File: src/rtl/fpv_pkg.sv
// Package for the plurality vote block: widths, register indexes and queue entry type.
// No dependencies.
`default_nettype none
package fpv_pkg;
  localparam int NCAT     = 16;
  localparam int CAT_W    = 4;
  localparam int CNT_W    = 10;
  localparam int JIT_W    = 16;
  localparam int SUM_W    = JIT_W + 10;
  localparam int NCFG_W   = 5;
  localparam int CFG_IDX_W = 1;
  localparam int CFG_DATA_W = 5;
  localparam logic [CNT_W-1:0] MAX_TREES = 10'd1023;
  localparam logic [CFG_IDX_W-1:0] REG_N_CATEGORIES = 1'b0;
  localparam logic [CFG_IDX_W-1:0] REG_DEFAULT_CATEGORY = 1'b1;

  // One classified tree beat as it waits in the queue.
  typedef struct packed {
    logic             vote;     // counts towards a category
    logic             scored;   // counts towards voting trees
    logic [CAT_W-1:0] category;
    logic [JIT_W-1:0] jitter;
    logic             last;
  } fpv_entry_t;
endpackage
`default_nettype wire

File: src/rtl/fpv_if.sv
// Valid/ready channel interfaces for the plurality vote block.
// Depends on fpv_pkg.
`default_nettype none
interface fpv_in_if;
  logic                      valid;
  logic                      ready;
  logic                      has_score;
  logic [fpv_pkg::CAT_W-1:0] category;
  logic [fpv_pkg::JIT_W-1:0] jitter;
  logic                      last_tree;
  modport source (output valid, has_score, category, jitter, last_tree, input ready);
  modport sink (input valid, has_score, category, jitter, last_tree, output ready);
endinterface

interface fpv_out_if;
  logic                      valid;
  logic                      ready;
  logic [fpv_pkg::CAT_W-1:0] winner;
  logic [fpv_pkg::CNT_W-1:0] winner_votes;
  logic [fpv_pkg::CNT_W-1:0] voting_trees;
  modport source (output valid, winner, winner_votes, voting_trees, input ready);
  modport sink (input valid, winner, winner_votes, voting_trees, output ready);
endinterface

interface fpv_cfg_if;
  logic                           valid;
  logic                           ready;
  logic [fpv_pkg::CFG_IDX_W-1:0]  index;
  logic [fpv_pkg::CFG_DATA_W-1:0] data;
  modport source (output valid, index, data, input ready);
  modport sink (input valid, index, data, output ready);
endinterface
`default_nettype wire

File: src/rtl/fpv_front.sv
// Front end: accepts tree beats, classifies them, and queues them in a two-entry FIFO.
// Depends on fpv_pkg.
`default_nettype none
module fpv_front (
  input  wire logic                       clk,
  input  wire logic                       rst_n,
  input  wire logic                       in_valid,
  output logic                            in_ready,
  input  wire logic                       in_has_score,
  input  wire logic [fpv_pkg::CAT_W-1:0]  in_category,
  input  wire logic [fpv_pkg::JIT_W-1:0]  in_jitter,
  input  wire logic                       in_last_tree,
  input  wire logic [fpv_pkg::NCFG_W-1:0] n_categories,
  output logic                            q_valid,
  output fpv_pkg::fpv_entry_t             q_entry,
  input  wire logic                       q_pop
);
  fpv_pkg::fpv_entry_t mem_r [2];
  logic       wp_r, rp_r;
  logic [1:0] cnt_r;
  fpv_pkg::fpv_entry_t cls;
  logic push;

  // Classify: only categories below the configured count take a vote.
  always_comb begin
    cls.scored   = in_has_score;
    cls.vote     = in_has_score &&
                   ({1'b0, in_category} < n_categories);
    cls.category = in_category;
    cls.jitter   = in_jitter;
    cls.last     = in_last_tree;
  end

  assign in_ready = (cnt_r != 2'd2);
  assign push     = in_valid && in_ready;
  assign q_valid  = (cnt_r != 2'd0);
  assign q_entry  = mem_r[rp_r];

  // Queue storage.
  always_ff @(posedge clk) begin
    if (push) begin
      mem_r[wp_r] <= cls;
    end
  end

  // Queue pointers.
  always_ff @(posedge clk) begin
    if (!rst_n) begin
      wp_r  <= 1'b0;
      rp_r  <= 1'b0;
      cnt_r <= 2'd0;
    end else begin
      if (push) wp_r <= ~wp_r;
      if (q_pop) rp_r <= ~rp_r;
      cnt_r <= cnt_r + {1'b0, push} - {1'b0, q_pop};
    end
  end
endmodule
`default_nettype wire

File: src/rtl/fpv_back.sv
// Back end: accumulates votes and jitter, then scans categories on the last beat.
// Depends on fpv_pkg.
`default_nettype none
module fpv_back (
  input  wire logic                       clk,
  input  wire logic                       rst_n,
  input  wire logic                       q_valid,
  input  wire fpv_pkg::fpv_entry_t        q_entry,
  output logic                            q_pop,
  input  wire logic [fpv_pkg::NCFG_W-1:0] n_categories,
  input  wire logic [fpv_pkg::CAT_W-1:0]  default_category,
  output logic                            out_valid,
  input  wire logic                       out_ready,
  output logic [fpv_pkg::CAT_W-1:0]       out_winner,
  output logic [fpv_pkg::CNT_W-1:0]       out_winner_votes,
  output logic [fpv_pkg::CNT_W-1:0]       out_voting_trees
);
  localparam logic [1:0] ST_ACC = 2'd0;
  localparam logic [1:0] ST_SCAN = 2'd1;
  localparam logic [1:0] ST_CLR = 2'd2;

  logic [1:0] state_r;
  logic [fpv_pkg::CNT_W-1:0] votes_r [fpv_pkg::NCAT];
  logic [fpv_pkg::SUM_W-1:0] sums_r [fpv_pkg::NCAT];
  logic [fpv_pkg::CNT_W-1:0] trees_r;
  logic [fpv_pkg::CAT_W:0]   idx_r;
  logic [fpv_pkg::CAT_W-1:0] best_r;
  logic [fpv_pkg::CNT_W-1:0] best_cnt_r;
  logic [fpv_pkg::SUM_W-1:0] best_sum_r;
  logic [fpv_pkg::SUM_W:0]   sum_add;
  logic [fpv_pkg::CNT_W-1:0] cur_cnt;
  logic [fpv_pkg::SUM_W-1:0] cur_sum;
  logic                      better, scan_end;
  logic [fpv_pkg::CAT_W-1:0] cat;

  assign cat     = q_entry.category;
  assign q_pop   = (state_r == ST_ACC) && q_valid;
  assign sum_add = {1'b0, sums_r[cat]} + {{(fpv_pkg::SUM_W-fpv_pkg::JIT_W+1){1'b0}},
                                          q_entry.jitter};
  assign cur_cnt = votes_r[idx_r[fpv_pkg::CAT_W-1:0]];
  assign cur_sum = sums_r[idx_r[fpv_pkg::CAT_W-1:0]];
  assign better  = (cur_cnt != '0) &&
                   ((cur_cnt > best_cnt_r) ||
                    ((cur_cnt == best_cnt_r) && (cur_sum > best_sum_r)));
  assign scan_end = (idx_r == 5'd16) || (idx_r >= n_categories);

  // Sequencer: accumulate, scan one category per cycle, publish and clear.
  always_ff @(posedge clk) begin
    if (!rst_n) begin
      state_r   <= ST_ACC;
      out_valid <= 1'b0;
      trees_r   <= '0;
      idx_r     <= '0;
      for (int i = 0; i < fpv_pkg::NCAT; i++) begin
        votes_r[i] <= '0;
        sums_r[i]  <= '0;
      end
    end else begin
      unique case (state_r)
        ST_ACC: begin
          if (q_pop) begin
            if (q_entry.vote) begin
              if (votes_r[cat] != fpv_pkg::MAX_TREES) votes_r[cat] <= votes_r[cat] + 1'b1;
              sums_r[cat] <= sum_add[fpv_pkg::SUM_W] ? '1 : sum_add[fpv_pkg::SUM_W-1:0];
            end
            if (q_entry.scored && trees_r != fpv_pkg::MAX_TREES) trees_r <= trees_r + 1'b1;
            if (q_entry.last) begin
              state_r    <= ST_SCAN;
              idx_r      <= '0;
              best_r     <= '0;
              best_cnt_r <= '0;
              best_sum_r <= '0;
            end
          end
        end
        ST_SCAN: begin
          if (scan_end) begin
            if (!out_valid) begin
              out_valid        <= 1'b1;
              out_winner       <= (best_cnt_r == '0) ? default_category : best_r;
              out_winner_votes <= (best_cnt_r == '0) ? 10'd1 : best_cnt_r;
              out_voting_trees <= trees_r;
              state_r          <= ST_CLR;
            end
          end else begin
            if (better) begin
              best_r     <= idx_r[fpv_pkg::CAT_W-1:0];
              best_cnt_r <= cur_cnt;
              best_sum_r <= cur_sum;
            end
            idx_r <= idx_r + 1'b1;
          end
        end
        ST_CLR: begin
          for (int i = 0; i < fpv_pkg::NCAT; i++) begin
            votes_r[i] <= '0;
            sums_r[i]  <= '0;
          end
          trees_r <= '0;
          state_r <= ST_ACC;
        end
        default: state_r <= ST_ACC;
      endcase
      if (out_valid && out_ready) out_valid <= 1'b0;
    end
  end
endmodule
`default_nettype wire

File: src/rtl/forest_plurality_vote_jitter_tiebreak.sv
// Plurality vote over a tree ensemble with jitter tie-break. A tree beat is taken
// every cycle into a two-deep queue, unless the queue is full while the back end scans
// or clears; on the last beat the back end scans the categories in use, one per
// cycle, then clears its tallies. The result sits in an output register, so the
// next observation's beats are accepted while it waits. Depends on fpv_pkg and the
// channel interfaces.
`default_nettype none
module forest_plurality_vote_jitter_tiebreak (
  input wire logic   clk,
  input wire logic   rst_n,
  fpv_in_if.sink     in_ch,
  fpv_out_if.source  out_ch,
  fpv_cfg_if.sink    cfg_ch
);
  logic [fpv_pkg::NCFG_W-1:0] n_categories_r;
  logic [fpv_pkg::CAT_W-1:0]  default_category_r;
  logic                       q_valid, q_pop;
  fpv_pkg::fpv_entry_t        q_entry;

  assign cfg_ch.ready = 1'b1;

  // Configuration registers.
  always_ff @(posedge clk) begin
    if (!rst_n) begin
      n_categories_r     <= 5'd2;
      default_category_r <= '0;
    end else if (cfg_ch.valid) begin
      unique case (cfg_ch.index)
        fpv_pkg::REG_N_CATEGORIES:     n_categories_r <= cfg_ch.data;
        fpv_pkg::REG_DEFAULT_CATEGORY: default_category_r <= cfg_ch.data[3:0];
        default: ;
      endcase
    end
  end

  fpv_front u_front (
    .clk, .rst_n,
    .in_valid(in_ch.valid), .in_ready(in_ch.ready),
    .in_has_score(in_ch.has_score), .in_category(in_ch.category),
    .in_jitter(in_ch.jitter), .in_last_tree(in_ch.last_tree),
    .n_categories(n_categories_r),
    .q_valid, .q_entry, .q_pop
  );

  fpv_back u_back (
    .clk, .rst_n, .q_valid, .q_entry, .q_pop,
    .n_categories(n_categories_r), .default_category(default_category_r),
    .out_valid(out_ch.valid), .out_ready(out_ch.ready),
    .out_winner(out_ch.winner), .out_winner_votes(out_ch.winner_votes),
    .out_voting_trees(out_ch.voting_trees)
  );

  // A published result always carries at least one vote.
  a_votes_nonzero: assert property (@(posedge clk) disable iff (!rst_n)
    out_ch.valid |-> out_ch.winner_votes != '0) else $error("zero winner votes");
  // The winner never has more votes than there were voting trees, unless there were no voting trees.
  a_votes_bound: assert property (@(posedge clk) disable iff (!rst_n)
    (out_ch.valid && out_ch.voting_trees != '0) |-> out_ch.winner_votes <= out_ch.voting_trees)
    else $error("winner votes exceed voting trees");
  // The queue is popped only when it holds an entry.
  a_pop_valid: assert property (@(posedge clk) disable iff (!rst_n)
    q_pop |-> q_valid) else $error("pop from empty queue");
endmodule
`default_nettype wire

File: src/flat_wrapper.sv
// flat-port wrapper written by rule: the top's interface ports become plain ports
module forest_plurality_vote_jitter_tiebreak_flat 
  (clk, rst_n, in_ch_valid, in_ch_has_score, in_ch_category, in_ch_jitter, in_ch_last_tree, in_ch_ready, out_ch_valid, out_ch_winner, out_ch_winner_votes, out_ch_voting_trees, out_ch_ready, cfg_ch_valid, cfg_ch_index, cfg_ch_data, cfg_ch_ready);
  fpv_in_if in_ch_i ();
  fpv_out_if out_ch_i ();
  fpv_cfg_if cfg_ch_i ();
  input wire logic clk;
  input wire logic rst_n;
  input wire logic [$bits(in_ch_i.valid)-1:0] in_ch_valid;
  input wire logic [$bits(in_ch_i.has_score)-1:0] in_ch_has_score;
  input wire logic [$bits(in_ch_i.category)-1:0] in_ch_category;
  input wire logic [$bits(in_ch_i.jitter)-1:0] in_ch_jitter;
  input wire logic [$bits(in_ch_i.last_tree)-1:0] in_ch_last_tree;
  output wire logic [$bits(in_ch_i.ready)-1:0] in_ch_ready;
  output wire logic [$bits(out_ch_i.valid)-1:0] out_ch_valid;
  output wire logic [$bits(out_ch_i.winner)-1:0] out_ch_winner;
  output wire logic [$bits(out_ch_i.winner_votes)-1:0] out_ch_winner_votes;
  output wire logic [$bits(out_ch_i.voting_trees)-1:0] out_ch_voting_trees;
  input wire logic [$bits(out_ch_i.ready)-1:0] out_ch_ready;
  input wire logic [$bits(cfg_ch_i.valid)-1:0] cfg_ch_valid;
  input wire logic [$bits(cfg_ch_i.index)-1:0] cfg_ch_index;
  input wire logic [$bits(cfg_ch_i.data)-1:0] cfg_ch_data;
  output wire logic [$bits(cfg_ch_i.ready)-1:0] cfg_ch_ready;
  assign in_ch_i.valid = in_ch_valid;
  assign in_ch_i.has_score = in_ch_has_score;
  assign in_ch_i.category = in_ch_category;
  assign in_ch_i.jitter = in_ch_jitter;
  assign in_ch_i.last_tree = in_ch_last_tree;
  assign in_ch_ready = in_ch_i.ready;
  assign out_ch_valid = out_ch_i.valid;
  assign out_ch_winner = out_ch_i.winner;
  assign out_ch_winner_votes = out_ch_i.winner_votes;
  assign out_ch_voting_trees = out_ch_i.voting_trees;
  assign out_ch_i.ready = out_ch_ready;
  assign cfg_ch_i.valid = cfg_ch_valid;
  assign cfg_ch_i.index = cfg_ch_index;
  assign cfg_ch_i.data = cfg_ch_data;
  assign cfg_ch_ready = cfg_ch_i.ready;
  forest_plurality_vote_jitter_tiebreak u_core (.clk(clk), .rst_n(rst_n), .in_ch(in_ch_i), .out_ch(out_ch_i), .cfg_ch(cfg_ch_i));
endmodule
File: config.mk
export PLATFORM = sky130hd
export DESIGN_NAME = forest_plurality_vote_jitter_tiebreak_flat
export DESIGN_NICKNAME = d
export VERILOG_FILES = /design/src/rtl/fpv_pkg.sv /design/src/rtl/fpv_if.sv /design/src/rtl/fpv_front.sv /design/src/rtl/fpv_back.sv /design/src/rtl/forest_plurality_vote_jitter_tiebreak.sv /design/src/flat_wrapper.sv
export SDC_FILE = /design/constraint.sdc
export NUM_CORES = 1
export LEC_CHECK = 0
export BUFFER_PORTS_ARGS = -buffer_cell sky130_fd_sc_hd__buf_2
export CAP_MARGIN = 20
export CORE_ASPECT_RATIO = 0.6
export CORE_MARGIN = 10
export CORE_UTILIZATION = 64
export DETAILED_ROUTE_END_ITERATION = 16
export GPL_TIMING_DRIVEN = 0
export PLACE_DENSITY = 0.81
export REMOVE_ABC_BUFFERS = 1
export SYNTH_ARGS = -nofsm -noshare
export SYNTH_HDL_FRONTEND = slang
export SYNTH_HIERARCHICAL = 1
export SYNTH_SLANG_ARGS = --single-unit
File: constraint.sdc
create_clock -name clk -period 7.8 [get_ports clk]
set_input_delay 1.56 -clock clk [delete_from_list [all_inputs] [get_ports clk]]
set_output_delay 1.56 -clock clk [all_outputs]
set_load 0.01 [all_outputs]
==> results_dict.tcl <==
set metrics [dict create \
    route.detailed.drc 0 \
    cts_max_level 3 \
    postRouteAntennaNets 0 \
    drv_slew 0 \
    finalHoldViolCount 0 \
    ys_seq_elements 722 \
    initialDrtViolationCount 4875 \
    regArea_um2 21300 \
    place.detailed.hpwl_um 68300 \
    worst_pin_slew_ns 1.24 \
    clock-sinks 722 \
    synth_enable_flop_cells 686 \
    finalCritPeriodShare_pct 89.3 \
    grt_pass1_wl_um 166000 \
    ios 60 \
    clock_latency_ns 0.62 \
    dieArea_um2 68000 \
    worstPathRequired_ns 8.12 \
    crit_family "compound AO/OA/AOI/OAI gates" \
    synthCells 2525 \
    grt.total_usage_pct 33.7 \
    syn_area_per_cell_um2 14.6 \
    syn2layout_area_growth_pct 10.8 \
    fin_crit_ns 6.97 \
    grt_max_degree 100 \
    ir_worst_vdd_mv 0.240 \
    p_int_w 0.00847 \
    routed_wl_um 114000 \
    yosysWarnings 6 \
    seqPwrFrac_pct 34.6 \
    async_reset_ff_share_pct 0 \
    status "finished, final reports clean" \
    max_freq_mhz 144 \
    r2r_slack_ns 0.83 \
    combPwrFrac_pct 41.0 \
    die_w_um 330 \
    drive_gt1_share_pct 26.8 \
    maxCapViolCount 0 \
    critical-path-top-cell-by-count "mux4_2" \
    crit_chain "mux2_8 > buf_16 > mux4_2 > mux4_2 > ha_1 > inv_1 > fa_1 > nor2b_1 > o211ai_1 > a21oi_1 > o21ai_0 > a2111oi_4 > buf_6 > a22oi_1 > nor2_1" \
    p_switching_w 0.00522 \
    synthFlopType "edfxtp_1" \
    startpoint_type "flip-flop" \
    cts_made_buffers 67 \
    clockBufferDepth 3 \
    cp_slowest_cell "a22oi_1" \
    clk_pin_slew_ns 0.07 \
    multi_input_area_um2 14600 \
    p_leak_nw 14.2 \
    path_max_fanout 58 \
    crit_arrival_ns 7.29 \
    crit_type "flip-flop to flip-flop" \
    via_per_inst 7.68 \
    p_clk_share_pct 24.3 \
    endpoint_kind "flip-flop" \
    seq_area_frac_synth_pct 57.8 \
    coreArea_um2 57300 \
    root_buffer "clkbuf_16" \
    post-route-util_pct 71.4 \
    crit_buf_inv 3 \
    cellPowerDensity_nw_per_um2 335 \
    hold_start "u_core/u_back/best_cnt_r[9]" \
    slew_headroom_pct 17.5 \
    start_util_pct 64.4 \
    fin_skew_ns 0.0289 \
    tritoncts "done" \
    grt_overflow 0 \
    vias 25400 \
    hp-class "flip-flop to flip-flop" \
    place.gp.congestion 0.855 \
    p_sw_share_pct 38.1 \
    numPortBuffers 58 \
    power.total_w 0.0137 \
    fin_nets 2590 \
    final_common_cell "edfxtp_1" \
    dr.pass1.iters 6 \
    cts_setup_buffers 0 \
    die_h_um 206 \
    setup_viol 0 \
    avgRoutedWirePerCell_um 34.6 \
    ys_types 69 \
    cpPeakStageDelay_ns 0.97 \
    grt_antenna_before_repair 2 \
    nFillCells 3479 \
    rows 68 \
    rsz0062_at_grt "no" \
    grt_pass1_vias 25400 \
    final_cell_mix "edfxtp_1, nor2_1, mux4_2" \
    hold_buffers 0 \
    syn-cell-area_um2 36900 \
    cts_resized 0 \
]
==> power groups by stage <==
stage	sequential [W]	combinational (W)	clock (W)
final	0.00474	0.00562	0.00333
after global placement	0.00493	0.00486	0
after floorplan	0.00484	0.00359	0
after detailed placement	0.00481	0.00517	0
after global routing	0.00476	0.00586	0.00350
after CTS	0.00473	0.00524	0.00334
==> state kept, by name, indices dropped and copies added (netlist names), named ones only <==
name	cells
u_core/default_category_r	4
u_core/n_categories_r	5
u_core/u_back/best_cnt_r	10
u_core/u_back/best_r	4
u_core/u_back/best_sum_r	26
u_core/u_back/idx_r	5
u_core/u_back/out_valid	1
u_core/u_back/out_voting_trees	10
u_core/u_back/out_winner	4
u_core/u_back/out_winner_votes	10
u_core/u_back/state_r	2
u_core/u_back/sums_r	416
u_core/u_back/trees_r	10
u_core/u_back/votes_r	160
u_core/u_front/cnt_r	2
u_core/u_front/mem_r	46
u_core/u_front/rp_r	1
u_core/u_front/wp_r	1
==> final cells by class <==
cell class	count	share of cell area, %
flip-flops and latches	722	52.2
clock buffers	88	4.58
multi-input cells	1506	35.7
well taps	770	2.36
repair buffers	133	3.91
clock inverters	29	0.707
inverters	60	0.551
diodes	1	0.00612
==> stage by stage <==
| stage | worst slack (ns) | TNS (ns) | hold WS, ns | cell area (um2) | cells |
|---|---|---|---|---|---|
| 2_1_floorplan | -3.13 | -267.69 | 0.426 | 35900 | 2288 |
| 3_3_place_gp | -8.18 | -4058.05 | 0.433 | 37100 | 3116 |
| 3_5_place_dp | 1.05 | 0 | 0.435 | 38500 | 3175 |
| 4_1_cts | 0.932 | 0 | 0.450 | 40700 | 3292 |
| 5_1_grt | 0.705 | 0 | 0.468 | 40900 | 3308 |
| 6_report | 0.835 | 0 | 0.447 | 40900 | 3309 |
==> routing by layer <==
| metal | wire length (um) | global-route usage (%) |
|---|---|---|
| met1 | 36500 | 43.6 |
| met4 | 5580 | 14.2 |
| met2 | 49200 | 48.5 |
| met5 | 16 | 0 |
| met3 | 23100 | 16.3 |
==> Yosys cell counts, drive strengths merged (22+ instances only) <==
master  count  area share, %
a21oi     124            1.8
edfxtp    686             56
clkbuf    146            1.5
ha         66            2.2
mux4      343             21
dfxtp      36            2.0
and2       46           0.78
mux2       29           0.89
buf        91            1.3
a22oi      25           0.51
nor3       91            1.2
inv        60           0.61
xnor2      22           0.52
o21ai      33           0.45
nor2      450            4.6
nand2      82           0.83
==> kinds of logic after synthesis <==
kind of cell / synth area share, %
mux: 22.1
flops: 57.8
other cells: 0.0102
xor+xnor: 0.831
buf+inv: 3.40
simple gates: 8.97
compound gates: 4.65
fa+ha+maj: 2.29
==> final timing paths <==
kind / cells past startpoint / end
setup / recovery: 15 / u_core/u_back/sums_r[15][10]
hold / removal: 0 / u_core/u_back/out_winner_votes[9]
setup reg to reg: 15 / u_core/u_back/sums_r[15][10]
hold reg to reg: 0 / u_core/u_back/out_winner_votes[9]
==> worst reg2reg max path: cells and delay by family (launching register included) <==
| family | cells | cell delay [ns] |
|---|---|---|
| buf+inv | 3 | 0.84 |
| compound gates | 5 | 2.77 |
| simple gates | 2 | 0.20 |
| mux | 3 | 1.70 |
| fa+ha+maj | 2 | 0.47 |
| flops | 1 | 0.70 |
Note: power is estimated with default switching activity, not from simulation.
